## config.mk

```make
export PLATFORM = sky130hd
export DESIGN_NAME = led_panel_frame_scan_driver
export DESIGN_NICKNAME = d
export VERILOG_FILES = /design/src/hw/rtl/lpsd_pkg.sv /design/src/hw/rtl/lpsd_ram.sv /design/src/hw/rtl/lpsd_div.sv /design/src/hw/rtl/lpsd_shift.sv /design/src/hw/rtl/led_panel_frame_scan_driver.sv
export SDC_FILE = /design/constraint.sdc
export NUM_CORES = 1
export LEC_CHECK = 0
export BUFFER_PORTS_ARGS = -buffer_cell sky130_fd_sc_hd__buf_2
export CORE_AREA = 2 2 227 229
export CTS_BUF_LIST = sky130_fd_sc_hd__clkbuf_8 sky130_fd_sc_hd__clkbuf_16
export DETAILED_ROUTE_END_ITERATION = 8
export DIE_AREA = 0 0 229 231
export GPL_TIMING_DRIVEN = 0
export MAX_ROUTING_LAYER = met4
export PLACE_DENSITY = 0.82
export RECOVER_POWER = 25
export SLEW_MARGIN = 15
export SYNTH_ARGS = -nofsm -noshare
export SYNTH_HDL_FRONTEND = slang
export SYNTH_SLANG_ARGS = --single-unit
```

## constraint.sdc

```tcl
create_clock -name clk -period 7.65 [get_ports clk]
set_input_delay 2.295 -clock clk [delete_from_list [all_inputs] [get_ports clk]]
set_output_delay 2.295 -clock clk [all_outputs]
set_load 0.05 [all_outputs]
```

## src/hw/rtl/lpsd_pkg.sv

```systemverilog
// Shared types, request codes and constants of the LED panel scan driver.
package lpsd_pkg;

  // Request codes carried in the input tuser field
  localparam logic [1:0] REQ_PIXEL = 2'd0;
  localparam logic [1:0] REQ_CLEAR = 2'd1;
  localparam logic [1:0] REQ_TICK  = 2'd2;

  // Configuration register indexes
  localparam logic CFG_WIDTH  = 1'b0;
  localparam logic CFG_HEIGHT = 1'b1;

  // Reset values of the size registers
  localparam logic [5:0] WIDTH_RST  = 6'd32;
  localparam logic [4:0] HEIGHT_RST = 5'd16;

  // Flipped row value, quotient and remainder widths of the row divider
  localparam int FY_W  = 5;
  localparam int QUO_W = 5;
  localparam int REM_W = 4;

  // Row-select line patterns, indexed by scan row modulo 4
  localparam logic [3:0] SEL_A_TBL = 4'b1010;
  localparam logic [3:0] SEL_B_TBL = 4'b0110;

  // Sequencer states
  typedef enum logic [2:0] {
    ST_IDLE,
    ST_PIX_DIV,
    ST_PIX_WR,
    ST_TICK_RD,
    ST_TICK_SHIFT
  } state_t;

  // Status of the serial row divider
  typedef struct packed {
    logic             done;
    logic [REM_W-1:0] rem;
    logic [QUO_W-1:0] quo;
  } div_res_t;

  // Status of the bit shifter
  typedef struct packed {
    logic done;
    logic dout;
  } shf_res_t;

endpackage

```

## src/hw/rtl/lpsd_ram.sv

```systemverilog
// Generic single-write, single-read RAM with registered read data.
module lpsd_ram #(
  parameter int WIDTH = 8,
  parameter int DEPTH = 64,
  localparam int AW   = $clog2(DEPTH)
) (
  input  logic             clk,
  input  logic             wr_en,
  input  logic [AW-1:0]    wr_addr,
  input  logic [WIDTH-1:0] wr_data,
  input  logic             rd_en,
  input  logic [AW-1:0]    rd_addr,
  output logic [WIDTH-1:0] rd_data
);

  logic [WIDTH-1:0] mem [DEPTH];
  logic [WIDTH-1:0] rd_data_r;

  always_ff @(posedge clk) begin
    if (wr_en) begin
      mem[wr_addr] <= wr_data;
    end
    if (rd_en) begin
      rd_data_r <= mem[rd_addr];
    end
  end

  assign rd_data = rd_data_r;

endmodule

```

## src/hw/rtl/lpsd_div.sv

```systemverilog
// Bit-serial restoring divider: splits the flipped row into scan row and byte group.
module lpsd_div
  import lpsd_pkg::*;
#(
  parameter int SCAN_ROWS = 4
) (
  input  logic            clk,
  input  logic            rst_n,
  input  logic            start_i,
  input  logic [FY_W-1:0] fy_i,
  output div_res_t        res_o
);

  localparam logic [FY_W-1:0] DIV_C = FY_W'(SCAN_ROWS);

  logic             busy_r, busy_nxt;
  logic [2:0]       cnt_r, cnt_nxt;
  logic [FY_W-1:0]  dvd_r, dvd_nxt;
  logic [REM_W-1:0] rem_r, rem_nxt;
  logic [QUO_W-1:0] quo_r, quo_nxt;
  logic [FY_W-1:0]  trial;
  logic             ge;
  logic             done;

  // One quotient bit per cycle, dividend bits enter MSB first
  assign trial = {rem_r, dvd_r[FY_W-1]};
  assign ge    = (trial >= DIV_C);
  assign done  = busy_r && (cnt_r == 3'd0);

  always_comb begin
    busy_nxt = busy_r;
    cnt_nxt  = cnt_r;
    dvd_nxt  = dvd_r;
    rem_nxt  = rem_r;
    quo_nxt  = quo_r;
    if (start_i) begin
      busy_nxt = 1'b1;
      cnt_nxt  = 3'(FY_W);
      dvd_nxt  = fy_i;
      rem_nxt  = '0;
      quo_nxt  = '0;
    end else if (done) begin
      busy_nxt = 1'b0;
    end else if (busy_r) begin
      cnt_nxt = cnt_r - 3'd1;
      dvd_nxt = {dvd_r[FY_W-2:0], 1'b0};
      rem_nxt = ge ? REM_W'(trial - DIV_C) : trial[REM_W-1:0];
      quo_nxt = {quo_r[QUO_W-2:0], ge};
    end
  end

  always_ff @(posedge clk) begin
    if (!rst_n) begin
      busy_r <= 1'b0;
      cnt_r  <= '0;
    end else begin
      busy_r <= busy_nxt;
      cnt_r  <= cnt_nxt;
    end
    dvd_r <= dvd_nxt;
    rem_r <= rem_nxt;
    quo_r <= quo_nxt;
  end

  assign res_o.done = done;
  assign res_o.rem  = rem_r;
  assign res_o.quo  = quo_r;

endmodule

```

## src/hw/rtl/lpsd_shift.sv

```systemverilog
// Byte shift register that walks a frame byte down to the requested bit.
module lpsd_shift
  import lpsd_pkg::*;
(
  input  logic       clk,
  input  logic       rst_n,
  input  logic       load_i,
  input  logic [7:0] data_i,
  input  logic [2:0] cnt_i,
  input  logic       take_i,
  output shf_res_t   res_o
);

  logic       busy_r, busy_nxt;
  logic [2:0] cnt_r, cnt_nxt;
  logic [7:0] sh_r, sh_nxt;
  logic       done;

  assign done = busy_r && (cnt_r == 3'd0);

  // Shift right one bit per cycle until the wanted bit sits at bit 0
  always_comb begin
    busy_nxt = busy_r;
    cnt_nxt  = cnt_r;
    sh_nxt   = sh_r;
    if (load_i) begin
      busy_nxt = 1'b1;
      cnt_nxt  = cnt_i;
      sh_nxt   = data_i;
    end else if (done) begin
      if (take_i) begin
        busy_nxt = 1'b0;
      end
    end else if (busy_r) begin
      cnt_nxt = cnt_r - 3'd1;
      sh_nxt  = {1'b0, sh_r[7:1]};
    end
  end

  always_ff @(posedge clk) begin
    if (!rst_n) begin
      busy_r <= 1'b0;
      cnt_r  <= '0;
    end else begin
      busy_r <= busy_nxt;
      cnt_r  <= cnt_nxt;
    end
    sh_r <= sh_nxt;
  end

  assign res_o.done = done;
  assign res_o.dout = sh_r[0];

endmodule

```

## src/hw/rtl/led_panel_frame_scan_driver.sv

```systemverilog
// Scan tick: frame RAM read, bit shifter load, shift down to bit k = bit index within byte (0..7),
// then the result is registered once the output register is free. Pixel write: 5-step serial
// row divider, frame RAM read, then write, both skipped for a byte beyond the row. Clear, ignored
// pixel and unused code stay idle; a waiting tick result does not block input.
// Reset (synchronous, rst_n low): store reads as zero via per-byte valid bits, scan position 0,
// width 32, height 16; no clearing pass is needed.
module led_panel_frame_scan_driver
  import lpsd_pkg::*;
#(
  parameter int SCAN_ROWS     = 4,
  parameter int BYTES_PER_ROW = 16
) (
  input  logic        clk,
  input  logic        rst_n,
  // Request channel
  input  logic        in_tvalid,
  output logic        in_tready,
  input  logic [31:0] in_tdata,   // pixel_x [7:0], pixel_y [15:8], pixel_color [31:16]
  input  logic [1:0]  in_tuser,   // req_type [1:0]
  // Result channel
  output logic        out_tvalid,
  input  logic        out_tready,
  output logic [7:0]  out_tdata,  // serial_data [0], row_sel_a [1], row_sel_b [2], zeros [7:3]
  output logic        out_tlast,  // latch_pulse
  // Configuration write port
  input  logic        cfg_wr_en,
  input  logic        cfg_addr,
  input  logic [5:0]  cfg_wdata
);

  localparam int DEPTH  = SCAN_ROWS * BYTES_PER_ROW;
  localparam int ADDR_W = $clog2(DEPTH);
  localparam int ROW_W  = $clog2(SCAN_ROWS);
  localparam int BITS   = BYTES_PER_ROW * 8;
  localparam int BIT_W  = $clog2(BITS);
  localparam logic [ADDR_W-1:0] BPR_A    = ADDR_W'(BYTES_PER_ROW);
  localparam logic [ROW_W-1:0]  ROW_LAST = ROW_W'(SCAN_ROWS - 1);
  localparam logic [BIT_W-1:0]  BIT_LAST = BIT_W'(BITS - 1);

  // Control state
  state_t             state_r, state_nxt;
  logic [5:0]         width_r, width_nxt;
  logic [4:0]         height_r, height_nxt;
  logic [ROW_W-1:0]   scan_row_r, scan_row_nxt;
  logic [BIT_W-1:0]   scan_bit_r, scan_bit_nxt;
  logic [DEPTH-1:0]   vld_r, vld_nxt;
  logic               out_valid_r, out_valid_nxt;

  // Payload captured per request
  logic [2:0]         xb_r, bidx_r, tick_bit_r;
  logic               on_r, pix_vld_r, tick_vld_r;
  logic [ADDR_W-1:0]  pix_addr_r;
  logic               tick_sela_r, tick_selb_r, tick_last_r;
  logic [2:0]         out_data_r;
  logic               out_last_r;

  // Request decode
  logic               in_fire;
  logic [1:0]         req;
  logic [7:0]         px, py;
  logic               pix_ok;
  logic [FY_W-1:0]    fy;

  // Address arithmetic
  logic [5:0]         col;
  logic               col_ok;
  logic [ADDR_W-1:0]  pix_addr, tick_addr;
  logic [1:0]         row2;

  // Datapath controls
  logic               rd_en, wr_en, div_start, shf_load, shf_take, out_load;
  logic [ADDR_W-1:0]  rd_addr;
  logic [7:0]         rd_data, old_byte, new_byte, mask;
  div_res_t           div_res;
  shf_res_t           shf_res;

  assign in_fire = in_tvalid && in_tready;
  assign req     = in_tuser;
  assign px      = in_tdata[7:0];
  assign py      = in_tdata[15:8];
  assign pix_ok  = (px < {2'b00, width_r}) && (py < {3'b000, height_r});
  assign fy      = height_r - 5'd1 - py[4:0];

  // Byte position of a pixel: column group times stride plus row group
  assign col      = {1'b0, xb_r, 2'b00} + {1'b0, div_res.quo};
  assign col_ok   = ({1'b0, col} < 7'(BYTES_PER_ROW));
  assign pix_addr = ADDR_W'(div_res.rem[ROW_W-1:0]) * BPR_A + ADDR_W'(col);
  assign tick_addr = ADDR_W'(scan_row_r) * BPR_A + ADDR_W'(scan_bit_r[BIT_W-1:3]);
  assign row2      = 2'(scan_row_r);

  // Read-modify-write of one frame bit
  assign old_byte = pix_vld_r ? rd_data : 8'd0;
  assign mask     = 8'd1 << bidx_r;
  assign new_byte = on_r ? (old_byte | mask) : (old_byte & ~mask);

  // Next state
  always_comb begin
    state_nxt = state_r;
    unique case (state_r)
      ST_IDLE: begin
        if (in_fire) begin
          if (req == REQ_PIXEL && pix_ok) begin
            state_nxt = ST_PIX_DIV;
          end else if (req == REQ_TICK) begin
            state_nxt = ST_TICK_RD;
          end
        end
      end
      ST_PIX_DIV: begin
        if (div_res.done) begin
          state_nxt = col_ok ? ST_PIX_WR : ST_IDLE;
        end
      end
      ST_PIX_WR:  state_nxt = ST_IDLE;
      ST_TICK_RD: state_nxt = ST_TICK_SHIFT;
      ST_TICK_SHIFT: begin
        if (shf_res.done && (!out_valid_r || out_tready)) begin
          state_nxt = ST_IDLE;
        end
      end
      default: state_nxt = ST_IDLE;
    endcase
  end

  // State outputs
  always_comb begin
    in_tready = 1'b0;
    rd_en     = 1'b0;
    rd_addr   = tick_addr;
    wr_en     = 1'b0;
    div_start = 1'b0;
    shf_load  = 1'b0;
    shf_take  = 1'b0;
    out_load  = 1'b0;
    unique case (state_r)
      ST_IDLE: begin
        in_tready = 1'b1;
        div_start = in_fire && (req == REQ_PIXEL) && pix_ok;
        rd_en     = in_fire && (req == REQ_TICK);
      end
      ST_PIX_DIV: begin
        rd_en   = div_res.done && col_ok;
        rd_addr = pix_addr;
      end
      ST_PIX_WR:  wr_en = 1'b1;
      ST_TICK_RD: shf_load = 1'b1;
      ST_TICK_SHIFT: begin
        out_load = shf_res.done && (!out_valid_r || out_tready);
        shf_take = out_load;
      end
      default: in_tready = 1'b0;
    endcase
  end

  // Configuration, scan position, valid bits and output handshake
  always_comb begin
    width_nxt     = width_r;
    height_nxt    = height_r;
    scan_row_nxt  = scan_row_r;
    scan_bit_nxt  = scan_bit_r;
    vld_nxt       = vld_r;
    out_valid_nxt = out_valid_r;
    if (cfg_wr_en) begin
      unique case (cfg_addr)
        CFG_WIDTH:  width_nxt  = cfg_wdata;
        CFG_HEIGHT: height_nxt = cfg_wdata[4:0];
        default:    width_nxt  = width_r;
      endcase
    end
    if (in_fire && req == REQ_TICK) begin
      if (scan_bit_r == BIT_LAST) begin
        scan_bit_nxt = '0;
        scan_row_nxt = (scan_row_r == ROW_LAST) ? '0 : scan_row_r + ROW_W'(1);
      end else begin
        scan_bit_nxt = scan_bit_r + BIT_W'(1);
      end
    end
    if (in_fire && req == REQ_CLEAR) begin
      vld_nxt = '0;
    end else if (wr_en) begin
      vld_nxt[pix_addr_r] = 1'b1;
    end
    if (out_load) begin
      out_valid_nxt = 1'b1;
    end else if (out_tready) begin
      out_valid_nxt = 1'b0;
    end
  end

  always_ff @(posedge clk) begin
    if (!rst_n) begin
      state_r     <= ST_IDLE;
      width_r     <= WIDTH_RST;
      height_r    <= HEIGHT_RST;
      scan_row_r  <= '0;
      scan_bit_r  <= '0;
      vld_r       <= '0;
      out_valid_r <= 1'b0;
    end else begin
      state_r     <= state_nxt;
      width_r     <= width_nxt;
      height_r    <= height_nxt;
      scan_row_r  <= scan_row_nxt;
      scan_bit_r  <= scan_bit_nxt;
      vld_r       <= vld_nxt;
      out_valid_r <= out_valid_nxt;
    end
  end

  // Per-request payload capture
  always_ff @(posedge clk) begin
    if (div_start) begin
      xb_r   <= px[5:3];
      bidx_r <= px[2:0];
      on_r   <= |in_tdata[31:16];
    end
    if (rd_en && state_r == ST_PIX_DIV) begin
      pix_addr_r <= pix_addr;
      pix_vld_r  <= vld_r[pix_addr];
    end
    if (rd_en && state_r == ST_IDLE) begin
      tick_vld_r  <= vld_r[tick_addr];
      tick_bit_r  <= scan_bit_r[2:0];
      tick_sela_r <= SEL_A_TBL[row2];
      tick_selb_r <= SEL_B_TBL[row2];
      tick_last_r <= (scan_bit_r == BIT_LAST);
    end
    if (out_load) begin
      out_data_r <= {tick_selb_r, tick_sela_r, ~shf_res.dout};
      out_last_r <= tick_last_r;
    end
  end

  lpsd_ram #(
    .WIDTH (8),
    .DEPTH (DEPTH)
  ) u_frame_ram (
    .clk     (clk),
    .wr_en   (wr_en),
    .wr_addr (pix_addr_r),
    .wr_data (new_byte),
    .rd_en   (rd_en),
    .rd_addr (rd_addr),
    .rd_data (rd_data)
  );

  lpsd_div #(
    .SCAN_ROWS (SCAN_ROWS)
  ) u_div (
    .clk     (clk),
    .rst_n   (rst_n),
    .start_i (div_start),
    .fy_i    (fy),
    .res_o   (div_res)
  );

  lpsd_shift u_shift (
    .clk    (clk),
    .rst_n  (rst_n),
    .load_i (shf_load),
    .data_i (tick_vld_r ? rd_data : 8'd0),
    .cnt_i  (tick_bit_r),
    .take_i (shf_take),
    .res_o  (shf_res)
  );

  assign out_tvalid = out_valid_r;
  assign out_tdata  = {5'b00000, out_data_r};
  assign out_tlast  = out_last_r;

  // A scan tick always moves on to the frame read
  a_tick_reads: assert property (@(posedge clk) disable iff (!rst_n)
    (in_fire && req == REQ_TICK) |=> (state_r == ST_TICK_RD))
    else $error("tick request did not start a frame read");

  // Clear leaves every byte reading as zero
  a_clear_all: assert property (@(posedge clk) disable iff (!rst_n)
    (in_fire && req == REQ_CLEAR) |=> (vld_r == '0))
    else $error("clear left valid bytes");

  // The latch bit wraps the bit counter
  a_row_wrap: assert property (@(posedge clk) disable iff (!rst_n)
    (in_fire && req == REQ_TICK && scan_bit_r == BIT_LAST) |=> (scan_bit_r == '0))
    else $error("bit counter did not wrap at row end");

  // The divider remainder is a legal scan row whenever the divider is done
  a_rem_range: assert property (@(posedge clk) disable iff (!rst_n)
    div_res.done |-> ({1'b0, div_res.rem} < 5'(SCAN_ROWS)))
    else $error("row divider remainder out of range");

  // A result never overwrites one not yet taken
  a_no_overrun: assert property (@(posedge clk) disable iff (!rst_n)
    out_load |-> (!out_valid_r || out_tready))
    else $error("output register overrun");

endmodule
```

# Word level (Yosys, flattened, before mapping)
# Memories as Yosys holds them, arrays and structs flattened. A register that Yosys moved wholly into a read port is not among the register bits.
# Index checks and enable logic that the tools add are counted.
[totals] regBits=143 ramBits=512 inputBits=46 output_inout_bits=11 mem_count=1
[op_classes] n_addsub=10 n_lt_le_gt_ge=9 eq_ne=14 shift=1 mux=51 bitwise=8 reduce_logical=37
[mem_list] name="u_frame_ram.mem" depth=64 word_bits=8 read_ports=1 rd_ports_with_merged_regs=1 wr=1 line_no="lpsd_ram.sv:16" source="logic [WIDTH-1:0] mem [DEPTH];"
[op_table] cell="64-bit OR" count=1
[op_table] cell="8-bit two-way mux" count=6
[op_table] cell="3-bit two-way mux" count=11
[op_table] cell="6-bit by 7-bit less-than comparator with 1-bit output, second input constant" count=3
[op_table] cell="1-bit two-way mux" count=19
[op_table] cell="16-bit OR reduction" count=1
[op_table] cell="5-bit two-way mux" count=3
[op_table] cell="1-bit logical AND" count=14
[op_table] cell="2-bit AND reduction" count=7
[op_table] cell="1-bit binary-select mux with 6-bit select" count=2
[op_table] cell="3-bit one-hot mux with 4 select lines" count=1
[op_table] cell="2-bit nonzero test" count=6
[op_table] cell="3-bit zero test" count=3
[op_table] cell="8-bit AND" count=1
[op_table] cell="8-bit by 5-bit less-than comparator with 1-bit output" count=1
[op_table] cell="8-bit by 6-bit less-than comparator with 1-bit output" count=1
[op_table] cell="2-bit inequality test, second input constant" count=4
[op_table] cell="8-bit NOT" count=1
[op_table] cell="8-bit OR" count=1
[op_table] cell="1-bit by 3-bit left shift with 8-bit output, first input constant" count=1
[op_table] cell="7-bit by 1-bit adder with 7-bit output, second input constant" count=1
[op_table] cell="7-bit equality test, second input constant" count=1
[op_table] cell="7-bit two-way mux" count=1
[op_table] cell="5-bit by 5-bit adder with 6-bit output" count=1
[op_table] cell="30 further kinds" count=39

# Depth between registers and ports, before layout
[depth] word_depth=8 mapped_depth=13

# Cells and area by module
# A second synthesis with hierarchy kept.
[unflattened] hier_cells=1636 area_unflattened_um2=27427.6
[by_module_without_submodules] module="lpsd_ram" n_inst=1 cells_per_inst=940 area_per_inst_um2=20246.9 seq_area_each_um2=15615.0
[by_module_without_submodules] module="led_panel_frame_scan_driver" n_inst=1 cells_per_inst=573 area_per_inst_um2=5763.0 seq_area_each_um2=2512.4
[by_module_without_submodules] module="lpsd_div" n_inst=1 cells_per_inst=74 area_per_inst_um2=818.3 seq_area_each_um2=410.4
[by_module_without_submodules] module="lpsd_shift" n_inst=1 cells_per_inst=49 area_per_inst_um2=599.3 seq_area_each_um2=320.3

# Least setup slack after synthesis
# OpenSTA, ideal clock, no wires.
[synth_path] kind="input to register" startpoint="in in_tdata[5]" endpoint="reg bidx_r[0] (enable)" arrival_ns=4.364 t_required_ns=7.276 slack_ns=2.912 stages=6 n_path_buf=1 cell_sequence="ha_1 -> or4_1 -> a2111oi_0 -> o2111ai_1 -> nor2_1 -> clkbuf_1"
[synth_between] elab_chain_cells=4
[synth_lines] element="from (decl)" line_no="led_panel_frame_scan_driver.sv:18" source="input logic [31:0] in_tdata,"
[synth_lines] element="8-bit by 6-bit less-than comparator with 1-bit output" line_no="led_panel_frame_scan_driver.sv:81" source="assign pix_ok = (px < {2'b00, width_r}) && (py < {3'b000, height_r});"
[synth_lines] element="1-bit logical AND" line_no="led_panel_frame_scan_driver.sv:81"
[synth_lines] element="1-bit logical AND" line_no="led_panel_frame_scan_driver.sv:138" source="div_start = in_fire && (req == REQ_PIXEL) && pix_ok;"
[synth_lines] element="1-bit two-way mux" line_no="led_panel_frame_scan_driver.sv:135" source="unique case (state_r)"
[synth_lines] element="net div_start" line_no="led_panel_frame_scan_driver.sv:71" source="logic rd_en, wr_en, div_start, shf_load, shf_take, out_load;"
[synth_lines] element="to (signal assigned)" line_no="led_panel_frame_scan_driver.sv:214" source="bidx_r <= px[2:0];"
[synth_lines] element="to (decl)" line_no="led_panel_frame_scan_driver.sv:50" source="logic [2:0] xb_r, bidx_r, tick_bit_r;"
# The timed path passes the listed nets, and every way through them passes these cells.
# A chain may end at the register's enable or synchronous reset.

# Worst setup path in the final report
[layout_path] startpoint="in in_tdata[5]" endpoint="reg xb_r[2] (enable)"
[layout_between] elab_chain_cells=4
[layout_lines] element="8-bit by 6-bit less-than comparator with 1-bit output" line_no="led_panel_frame_scan_driver.sv:81"
[layout_lines] element="1-bit logical AND" line_no="led_panel_frame_scan_driver.sv:81"
[layout_lines] element="1-bit logical AND" line_no="led_panel_frame_scan_driver.sv:138"
[layout_lines] element="1-bit two-way mux" line_no="led_panel_frame_scan_driver.sv:135"
[layout_lines] element="net div_start" line_no="led_panel_frame_scan_driver.sv:71"
[layout_lines] element="to (signal assigned)" line_no="led_panel_frame_scan_driver.sv:213" source="xb_r <= px[5:3];"
[layout_lines] element="to (decl)" line_no="led_panel_frame_scan_driver.sv:50"
# The timed path passes the listed nets, and every way through them passes these cells.

==> impl_results.md <==
* Async S/R FF share, synth at 0
* Total CTS buffers at 61
* CTS resizes at 0
* Seq/Total Area, Yosys at 0.6893
* Max-cap viol count at 7
* Tot Pwr at 7.313 mW
* Outcome: complete, but fails checks
* Num ports at 57
* Root Buffer: clkbuf_16
* Final antenna-violating net count at 0
* Dominant cells by area after synthesis: edfxtp_1 61%, dfxtp_1 7.7%, nand2_1 6.2%
* Int Power at between 5 and 6 mW
* Max Fclk at a little over 200 MHz
* Delay-heaviest family, CP: simple AND/OR/NAND/NOR gates
* Comb pwr share at 0.051
* Number of synthesized flops with an enable pin at approximately 560
* Starting Density at 0.5399
* Final Hold Fails at 0
* Post-route insts no fill at 2994
* Slowest-stage cell, CP: clkbuf_1
* Top cell type by total area after synthesis: edfxtp_1
* Vias per cell at around 6.3
* Drt first pass iters at 8
* Crit-path max FO at 16
* H-tree depth at 2
* Met2 Usage GRT at 0.4638
* Met3 Track Usage GR at 0.05978
* GRT Total Usage at 0.2946
* Met1 usage at 0.3677
* Grt peak-use layer: met2
* Commonest cells in the netlist: 558 x edfxtp_1, 454 x nand2_1, 147 x nand3_1
* Sw Pwr at between 1.5 and 2 mW
* Post-CTS Hold Buffers at 0
* Final setup vio count at 0
* Layout cell share with drive strength beyond 1 at 0.1052
* Fin. max-slew vios at 130
* Reg clk slew, reported paths at ~70 ps
* Synthesized cell area at approximately 0.027 mm^2
* Dpl cells at between 2k and 3k
* Failing checks: capacitance limit, slew limit
* Post-synth top flop: edfxtp_1
* Relative slew slack at -0.8740
* Worst path arrival time at approximately 5100 ps
* # clock sinks at ~660
* Chip Height at between 200 and 250 um
* Crit path kind: in2reg
* Placement Rows at 83
* Setup crit end kind: register
* Sw Ratio at 0.2185
* Total grt overflow at 0
* Hold crit path type: reg2reg
* Routed via count at around 19k
* Final Cycle Share at 0.6320
* Synth Warn # at 0
* WP data required at 7920 ps
* VDD IR max at 0.2222 mV
* Post-synthesis cell count at around 2.1k
* PD cells at roughly 240 mW/mm^2
* Iter 0 DRT Violations at between 2k and 3k
* Critical path cell sequence: clkbuf_1, ha_1, or4_1, a2111oi_0, o2111ai_1, nor2_1, clkbuf_1
* Crit-path most repeated cell: clkbuf_1
* Die X at 229 um
* Share of power burned in registers at 0.533
* Vias in the first global route at between 15k and 20k
* WL/cell at 25.18 um
* Setup crit start kind: input port
* First-pass GRT wire length at between 100 and 150 mm
* Crit-path max cell delay at 640 ps
* Tmin final at 4835 ps
* Clock Tree Buf Depth at 3
* Unique masters post-synth at 61
* Top cell type's share of synthesized area at 0.6124
* # nets final at approximately 2.3k
* DR DRC count at 0
* Clk_lat worst skew at about 640 ps
* Lkg Pwr at around 11 nW
* GP Congestion at slightly below 1
* Area added between synthesis and finish at 12.42%
* Final HPWL from detailed placement at 52.35 mm
* Cell with the most instances after synthesis: edfxtp_1
* Post-CTS setup buffer count at 0
* Clock Skews at around 27 ps
* Final WL at roughly 75 mm
* RSZ-0062 raised after global routing: false
* Largest net degree at the start of global routing at 44
* CTS tree: built
* Number of buffers and inverters on the critical path at 2
* PortBufs at 51
* Worst slew pin tran at between 2000 and 3000 ps
* Core Footprint at approximately 0.05 mm^2
* Die area at around 0.053 mm^2
* FF+latch count, synth at approximately 660
* Initial antenna violation count at 2
* Power share of the clock group at 0.416
* Syn avg cell area at ~13 um^2
## cells in the final DEF, fill, tap and decap left out, drive strengths merged, types with 7 or more instances in the layout
| cell | instances |
|---|---|
| nand2b | 9 |
| mux2 | 7 |
| edfxtp | 558 |
| a21boi | 14 |
| buf | 109 |
| nor2 | 94 |
| nor3b | 8 |
| nor2b | 14 |
| xnor2 | 9 |
| nand3 | 147 |
| a2111oi | 8 |
| inv | 48 |
| a21oi | 131 |
| and3 | 9 |
| a31oi | 17 |
| o21a | 68 |
| and2 | 9 |
| a32oi | 32 |
| dfxtp | 105 |
| nor3 | 25 |
| nor4 | 27 |
| clkinv | 24 |
| mux2i | 51 |
| a22oi | 31 |
| nand2 | 454 |
| ha | 23 |
| mux4 | 41 |
| clkbuf | 156 |
| o21ai | 17 |
## registers in the layout, indices dropped and copies added (netlist names), 4 cells and up
name	cells
u_frame_ram.mem	512
vld_r	64
u_frame_ram.rd_data	8
u_shift.sh_r	8
scan_bit_r	7
pix_addr_r	6
width_r	6
height_r	5
u_div.dvd_r	5
u_div.quo_r	5
u_div.rem_r	4
## power by group through the flow
stage | combinational (mW) | sequential, mW | clock (mW)
floorplan | 0.221 | 3.97 | 0
global placement | 0.343 | 3.98 | 0
detailed placement | 0.362 | 3.98 | 0
CTS | 0.367 | 3.90 | 3.05
global route | 0.394 | 3.90 | 3.17
finish | 0.372 | 3.90 | 3.04
## metrics by stage
step / utilization / cell area (um^2) / setup WS, ps / setup TNS [ps] / hold slack (ps)
floorplan: - / 27380 / 2912 / 0 / 400.3
global placement: 0.5620 / 28480 / -908.7 / -219850 / 406.5
detailed placement: 0.5717 / 28970 / 2241 / 0 / 409.9
CTS: 0.6118 / 31010 / 2901 / 0 / 425.8
global route: 0.6068 / 30750 / 2694 / 0 / 435.1
finish: 0.6069 / 30760 / 2815 / 0 / 421.7
## layer usage
metal  share of wire  vias to the layer above
met3            0.11                      265
met5               0                        -
met2            0.47                     1309
met4           0.051                        0
met1            0.36                     9210
li1                -                     8123
## cell type report
class	count	area, um^2
repair buffers	69	478.0
inverters	31	116.4
clock buffers	71	1698
flip-flops and latches	663	18860
multi-input cells	1306	7875
fillers	3770	19920
well taps	680	850.8
diodes	4	10.01
plain buffers	125	536.8
clock inverters	45	334.1
## worst reg2reg max path: cells and delay by family, from the launching register on
family | cells | cell delay (ps)
AO/OA/AOI/OAI | 2 | 700
buffers and inverters | 2 | 640
flip-flops | 1 | 450
multiplexers | 1 | 900
AND/OR/NAND/NOR | 4 | 1820
## kinds of logic after synthesis
logic type      Yosys count  synth area share
simple gates            823            0.1327
flops                   663            0.6893
compound gates          340           0.08186
buf+inv                 156           0.02387
mux                      99           0.05575
fa+ha+maj                25           0.01198
xor+xnor                 14          0.004482
other cells               1         0.0001371
## final timing paths
| kind | startpoint | end | slack [ps] | cells past startpoint |
|---|---|---|---|---|
| worst max-delay path | in_tdata[5] | xb_r[2]$_DFFE_PP_ | 2810 | 7 |
| worst min-delay path | tick_last_r$_DFFE_PP_ | out_tlast$_DFFE_PP_ | 420 | 0 |
| worst max register to register | state_r[0]$_SDFFE_PN0P_ | u_frame_ram.rd_data[3]$_DFFE_PP_ | 2950 | 9 |
| worst min register to register | tick_last_r$_DFFE_PP_ | out_tlast$_DFFE_PP_ | 420 | 0 |
Power figures use the tool's default switching activity.
